[src/rmq_pkg.sv]
// Shared types and constants for the rotation matrix to quaternion unit.
package rmq_pkg;

	localparam int ELEM_W = 16;
	localparam int SUM_W  = 19;
	localparam int NUM_W  = 17;
	localparam int MAG_W  = 17;
	localparam int QDEPTH = 4;

	localparam logic signed [ELEM_W-1:0] QMAX = 16'sh7fff;
	localparam logic signed [ELEM_W-1:0] QMIN = 16'sh8000;

	typedef enum logic [1:0] {
		BR_TRACE = 2'd0,
		BR_X     = 2'd1,
		BR_Y     = 2'd2,
		BR_Z     = 2'd3
	} branch_t;

	// Numerators are ordered by output slot, skipping the diagonal one:
	// trace (x,y,z), x (w,y,z), y (w,x,z), z (w,x,y).
	typedef struct packed {
		branch_t                  br;
		logic signed [SUM_W-1:0]  sum;
		logic signed [NUM_W-1:0]  num0;
		logic signed [NUM_W-1:0]  num1;
		logic signed [NUM_W-1:0]  num2;
	} item_t;

	typedef struct packed {
		logic                     valid;
		item_t                    item;
	} push_t;

endpackage

[src/rmq_fifo.sv]
// Short queue between front end and back end.
module rmq_fifo (
	input  logic                clk,
	input  logic                arst_n,
	input  rmq_pkg::push_t      push,
	output logic                pop,
	output rmq_pkg::item_t      head,
	output logic [$clog2(rmq_pkg::QDEPTH+1)-1:0] count,
	output logic                almost_full
);
	import rmq_pkg::*;

	localparam int PW = $clog2(QDEPTH);
	localparam int CW = $clog2(QDEPTH+1);

	item_t          mem_q [QDEPTH];
	logic [PW-1:0]  wr_q, rd_q;
	logic [CW-1:0]  cnt_q;

	assign pop         = (cnt_q != '0);
	assign head        = mem_q[rd_q];
	assign count       = cnt_q;
	assign almost_full = (cnt_q >= CW'(QDEPTH-1));

	always_ff @(posedge clk or negedge arst_n) begin
		if (!arst_n) begin
			wr_q  <= '0;
			rd_q  <= '0;
			cnt_q <= '0;
		end else begin
			if (push.valid) wr_q <= wr_q + 1'b1;
			if (pop) rd_q <= rd_q + 1'b1;
			cnt_q <= cnt_q + CW'(push.valid) - CW'(pop);
		end
	end

	always_ff @(posedge clk) begin
		if (push.valid) begin
			mem_q[wr_q] <= push.item;
		end
	end

endmodule

[config.mk]
export PLATFORM = sky130hd
export DESIGN_NAME = rmq_fifo
export DESIGN_NICKNAME = d
export VERILOG_FILES = /design/src/rmq_pkg.sv /design/src/rmq_fifo.sv
export SDC_FILE = /design/constraint.sdc
export NUM_CORES = 1
export LEC_CHECK = 0
export BUFFER_PORTS_ARGS = -buffer_cell sky130_fd_sc_hd__buf_2
export CAP_MARGIN = 20
export CORE_MARGIN = 4
export CORE_UTILIZATION = 40
export CTS_CLUSTER_SIZE = 30
export DETAILED_ROUTE_END_ITERATION = 6
export GPL_ROUTABILITY_DRIVEN = 0
export PLACE_DENSITY = 0.61
export SLEW_MARGIN = 20
export SYNTH_ARGS = -nofsm -noshare
export SYNTH_HDL_FRONTEND = slang
export SYNTH_SLANG_ARGS = --single-unit
[constraint.sdc]
create_clock -name clk -period 3.61 [get_ports clk]
set_clock_uncertainty 0.05 [all_clocks]
set_input_delay 0.361 -clock clk [delete_from_list [all_inputs] [get_ports clk]]
set_output_delay 0.361 -clock clk [all_outputs]
set_load 0.02 [all_outputs]
==> run metrics, run 1 <==
Filler cells=2065; Row Count=59; number of synthesis warnings=0; Post-Synth XOR/XNOR Area=0.00324; CP max-delay cell=dfrtp_4; Gate Count Post-Synth=just over 400; CP Cell Sequence=buf_12, mux4_2, buf_2; power share of the clock group=0.254; hold crit path type=input pin to register; grt total ovfl=0; root cell of the clock tree=clkbuf_16; post-synth top area share=0.801; static leakage=4.72 nW; fmax=roughly 380 MHz; pin count of the biggest net entering global routing=49; utilization after layout=0.518; fin crit period=2630 ps; RR Startpoint=count[1]; mux share of post-synthesis cell area=0.150; WHS Path Cells=2; synthesized net count=495; Nets=743; hold buffers post-CTS=73; critical path peak fanout=45; WL per Instance=just under 20 um; hpwl dp=11800 um; CP endpoint kind=primary output; Seq/Total Area, Yosys=0.817; synth top area cells=edfxtp_1 (80%), mux4_2 (15%), dfrtp_1 (1.6%); TNS Setup=0 ps; Crit path buffers/inverters=2; combinational share of power=0.317; die width=approximately 170 um; CTS Buffer Depth=3; initial core utilization=0.411; Critical Path RT=about 3200 ps; Post CTS Setup Buffer Count=0; Worst VDD drop=around 0.68 mV; Max Cap Violations=0; pwr dens=807 mW/mm2; vias in the first global route=5539; Worst Hold End=wr_q[0]; sw frac=0.314; initial antenna violation count=0; Synth Area in Simple Gates=0.00359; GRT Total Usage=0.134; Register Area=0.00883 mm2; Post-route DRC=0; CTS HTree Levels=1; Crit Path Class=register to primary output; Switch Pwr=about 3.5 mW; r2r endpoint=count[2]; Area Overhead vs Synth=26.2%; Setup Viol. Count Final=0; Syn Area/Cell=about 26 um2; Worst Hold Launch=push[72]; antenna cells=0; First DRT Iteration DRCs=274; pins over their slew limit=0; CTS Sinks=between 200 and 300; Hold WS=75.1 ps; critical path's largest stage delay=about 730 ps; Setup WS post-layout=980 ps; #FFs+latches synth=295; drt first pass iters=4; first-pass GRT wire length=30800 um; Tcrit/Tclk final=0.728; Clock Latency Late Sink=530 ps; TritonCTS buffer count=30; adder-cell share of the synthesized area=0.00997; Compound-Gate Fraction of Synth Area=0.00162; largest family of logic cells by synthesized area=multiplexers; chip height=172 um; RSZ-0062 raised after global routing=no; Flop pwr share=0.429; Pwr Total=approximately 11 mW; multi-input combinational cell area=around 0.0018 mm2; # IOs=152; cell internal pwr=7.54 mW; proportion of layout cells with a drive suffix above 1=0.403; delay-heaviest family, CP=flip-flops; startpoint types=register; Synth area leader=edfxtp_1; status=finished clean; relative slew slack=0.486; Reg2Reg Setup Slack=approximately 1500 ps; post-cts sizing count=0; synth unique cells=16; Reg clk slew, reported paths=60 ps; pre-CTS setup slack=1460 ps; R2R depth=6; number of vias per cell=about 5; worst slew pin tran=between 700 and 800 ps; via count=between 5000 and 6000; DRT Wirelength=19900 um; # port buffers=roughly 150; TritonCTS clock tree=yes; Die Area=0.0297 mm2; core area=0.0263 mm2; Hold Vio Cnt, Final=0; CP arrival=2220 ps; mapped cell area=0.0108 mm2; remaining antenna violation count=0
## cell families (layout without fill, tap and decap cells)
family	Yosys count	after routing
DFF	295	295
muxes	72	72
buffers and inverters	23	294
adders and majority gates	8	8
and+or+nand+nor	7	7
xor gates and xnor gates	4	4
AOI/OAI and AO/OA	3	3
## metrics by stage
stage,cell area (um2),std cells
2_1_floorplan,10800,412
4_1_cts,13600,1018
3_3_place_gp,12000,889
6_report,13600,1018
3_5_place_dp,12000,890
5_1_grt,13600,1018
## per-layer routing
layer	track usage	wire length [um]	vias to the layer above
met5	0	0	-
met4	0.0366	385	0
met3	0.0249	977	34
met2	0.233	10300	126
met1	0.175	8230	2627
li1	-	-	2260
## final cells by class
class	count	area share
clock buffers	38	0.0573
flip-flops and latches	295	0.648
inverters	7	0.00193
multi-input cells	94	0.134
clock inverters	17	0.00882
repair buffers	232	0.119
well taps	335	0.0308
## sequential cells by signal (all words and copies together) (netlist names)
register	count
rd_q	2
count	3
wr_q	2
mem_q	288
## power groups by stage
stage          clock [mW]  combinational (mW)  sequential [mW]
3_3_place_gp            0                3.46             4.76
2_1_floorplan           0                2.48             4.71
4_1_cts              2.89                3.60             4.73
6_report             2.80                3.48             4.72
3_5_place_dp            0                3.53             4.81
5_1_grt              3.05                3.76             4.77
## Yosys cell counts
library cell  number
o31ai_1            1
edfxtp_1         288
nand2_1            2
xnor2_1            1
mux4_2            72
xor2_1             3
buf_2              8
or3_1              1
buf_6              7
inv_1              7
ha_1               7
dfrtp_1            7
fa_1               1
buf_4              1
o21ai_0            2
and2_1             4
## placed cells by master (no fill, tap or decap), types with 2 or more instances in the layout
master         Yosys  final
edfxtp_1         288    288
buf_2              8    151
dlygate4sd3_1      0     73
mux4_2            72     72
clkbuf_16          0     30
clkinv_1           0      9
clkbuf_1           0      8
inv_1              7      7
ha_1               7      7
dfrtp_1            7      5
and2_4             0      4
buf_12             0      4
xor2_1             3      3
clkinv_2           0      3
buf_4              1      3
o21ai_0            2      2
nand2_1            2      2
clkinv_4           0      2
dfrtp_4            0      2
## worst max-delay path by stage
| stage | from | endpoint | slack [ps] | cells after the start |
|---|---|---|---|---|
| 2_1_floorplan | wr_q[0] | mem_q[0][0] | 820 | 3 |
| 3_3_place_gp | rd_q[0] | head[1] | 1520 | 3 |
| 3_5_place_dp | count[1] | count[2] | 1460 | 6 |
| 4_1_cts | rd_q[1] | head[64] | 890 | 3 |
| 5_1_grt | rd_q[0] | head[1] | 830 | 3 |
| 6_report | rd_q[1] | head[64] | 980 | 3 |
Power figures use the tool's default switching activity.
==> inputs of run 2 (changes only) <==
ABC_AREA = 1   (was not set)
PLACE_DENSITY = 0.6   (was 0.61)
clock period = 2.65 ns   (was 3.61 ns; I/O delays follow)
==> run 2 against run 1 <==
Compared with the run above:
- wire length grew 29%
- die area rose by 15%
- global-route usage rose by 1.7 points
- combinational power grew 83%
- core utilization decreased by 1.6 points
- sequential power increased by 34%
- flip-flop and latch count is the same
- highest routed layer unchanged
- count of clock-buffer cells in the layout up 1
- sequential share of layout area down 7.6 points
- register-to-register slack worse by 750 ps
- via count up 59%
==> run metrics, run 2 <==
Row Count=64; # IOs=roughly 150; Register Area=0.00883 mm2; utilization after layout=0.502; die width=185 um; startpoint types=register; proportion of layout cells with a drive suffix above 1=0.157; Gate Count Post-Synth=1177; Clock Latency Late Sink=540 ps; number of synthesis warnings=0; Setup WS post-layout=around 250 ps; synthesized net count=~1300; #FFs+latches synth=roughly 300; Post CTS Setup Buffer Count=0; Die Area=approximately 0.034 mm2; Primary FF master, synth=edfxtp_1; Critical Path RT=2340 ps; worst slew pin tran=653 ps; fmax=416 MHz; sw frac=0.379; Nets=about 1500; via count=8041; Reg clk slew, reported paths=around 60 ps; WL per Instance=14.1 um; routing usage on met1=0.187; Worst VDD drop=0.875 mV; Hold Vio Cnt, Final=0; final std cells w/o fill=1822; Syn Area/Cell=around 11 um2; DRT Wirelength=25700 um; flip-flop count of the largest register after layout=288; relative slew slack=0.565; vias in the first global route=8113; synth unique cells=17; critical path peak fanout=roughly 40; hold crit path type=input pin to async pin; RSZ-0062 raised after global routing=no; antenna cells=0; synth top area cells=edfxtp_1 (69%), nand2_1 (11%), inv_1 (9.0%); CP endpoint kind=primary output; Switch Pwr=6.38 mW; met3 usage=0.0318; Final Cell Area=0.0154 mm2; fin crit period=2400 ps; Crit Path Class=register to primary output; met2 Track Usage GR=0.270; drt first pass iters=4; initial core utilization=0.408; cell internal pwr=10.4 mW; Post-synth EDFFs=288; critical path's largest stage delay=500 ps; core area=0.0307 mm2; CP Cell Sequence=inv_4, buf_12, nand2_1, nand3_1, nand2_1, buf_2; Tcrit/Tclk final=0.906; CTS HTree Levels=1; CTS Buffer Depth=3; CP max-delay cell=dfrtp_4; most frequent cell after synthesis=nand2_1; Seq/Total Area, Yosys=0.704; Post-route DRC=0; placed cells=1692; pre-CTS setup slack=696 ps; ys async rst share=0.0237; pins over their slew limit=0; DP Area=around 0.014 mm2; most frequent cells in the layout=nand2_1 (374), inv_1 (295), edfxtp_1 (288), buf_2 (151), nand3_1 (146); mapped cell area=0.0125 mm2; CP arrival=2090 ps; root cell of the clock tree=clkbuf_16; remaining antenna violation count=0; pin count of the biggest net entering global routing=77; static leakage=7.16 nW; TNS Setup=0 ps; Filler cells=between 2000 and 3000; Largest Register=mem_q; most frequent cells after synthesis=nand2_1 (374), inv_1 (299), edfxtp_1 (288); Setup Viol. Count Final=0; hpwl dp=around 15000 um; # port buffers=approximately 150; grt total ovfl=0; most common cell after layout, fill and taps aside=nand2_1; pwr dens=around 1100 mW/mm2; most used cell along the critical path=nand2_1; Synth area leader=edfxtp_1; Area Overhead vs Synth=23.1%; first-pass GRT wire length=41400 um; First DRT Iteration DRCs=363; chip height=185 um; initial antenna violation count=0; GRT Total Usage=0.151; status=finished clean; number of vias per cell=between 4 and 5; CTS Sinks=295; Flop pwr share=0.376; multi-input combinational cell area=between 0.002 and 0.0025 mm2; combinational share of power=0.379; power share of the clock group=0.245; TritonCTS clock tree=yes; post-synth top area share=0.690; global-route layer with the greatest usage=met2; TritonCTS buffer count=30; Max Cap Violations=0
## run 2: final cells by class
class / count / area share
inverters: 301 / 0.0737
multi-input cells: 533 / 0.147
well taps: 396 / 0.0321
clock inverters: 17 / 0.00908
repair buffers: 241 / 0.111
clock buffers: 39 / 0.0548
flip-flops and latches: 295 / 0.572
## run 2: kinds of logic (layout without fill, tap and decap cells)
| family | Yosys count | count (layout) | synth area share |
|---|---|---|---|
| adder cells (fa/ha/maj) | 8 | 8 | 0.00858 |
| AND/OR/NAND/NOR | 521 | 521 | 0.171 |
| buffers and inverters | 349 | 598 | 0.115 |
| AO/OA/AOI/OAI | 2 | 2 | 0.000798 |
| flip-flops | 295 | 295 | 0.704 |
| XOR/XNOR | 2 | 2 | 0.00140 |
## run 2: power groups by stage
stage	registers, mW	logic (mW)	clock network, mW
after floorplan	6.44	4.35	0
after global placement	6.40	6.36	0
after detailed placement	6.42	6.44	0
after CTS	6.33	6.55	4.23
after global routing	6.39	7.16	4.43
final	6.32	6.38	4.12
## run 2: worst paths after layout
path / from / end / slack [ps] / depth (start not counted)
worst max-delay path: rd_q[0] / head[6] / 250 / 6
worst min-delay path: arst_n / rd_q[1] / 50 / 2
worst max register to register: count[1] / count[2] / 700 / 7
worst min register to register: wr_q[0] / wr_q[0] / 480 / 1
max in group asynchronous: arst_n / rd_q[0] / 2320 / 2
min in group clk: push[9] / mem_q[1][9] / 420 / 2
## run 2: metal layers
layer / part of all wire / vias to the layer above
met5: 0 / -
met1: 0.43 / 3729
met4: 0.019 / 0
met2: 0.50 / 157
met3: 0.050 / 36
li1: - / 4119
## run 2: timing repair
| action | in CTS | in global routing |
|---|---|---|
| hold buffers | 74 | 0 |
| gates resized for setup | 0 | 2 |
| hold endpoints to repair | 297 | 0 |
| endpoints found under the setup margin | 0 | 3 |
## run 2: critical path, delay by kind of cell (launching register included)
family	cells	cell delay, ps
buf+inv	3	780
flops	1	500
simple gates	3	250
## run 2: per-stage QoR
| stage | hold WS, ps | power (mW) |
|---|---|---|
| 2_1_floorplan | -80.6 | 10.8 |
| 3_3_place_gp | 57.5 | 12.8 |
| 3_5_place_dp | 61.0 | 12.9 |
| 4_1_cts | 36.2 | 17.1 |
| 5_1_grt | 67.2 | 18.0 |
| 6_report | 50.7 | 16.8 |
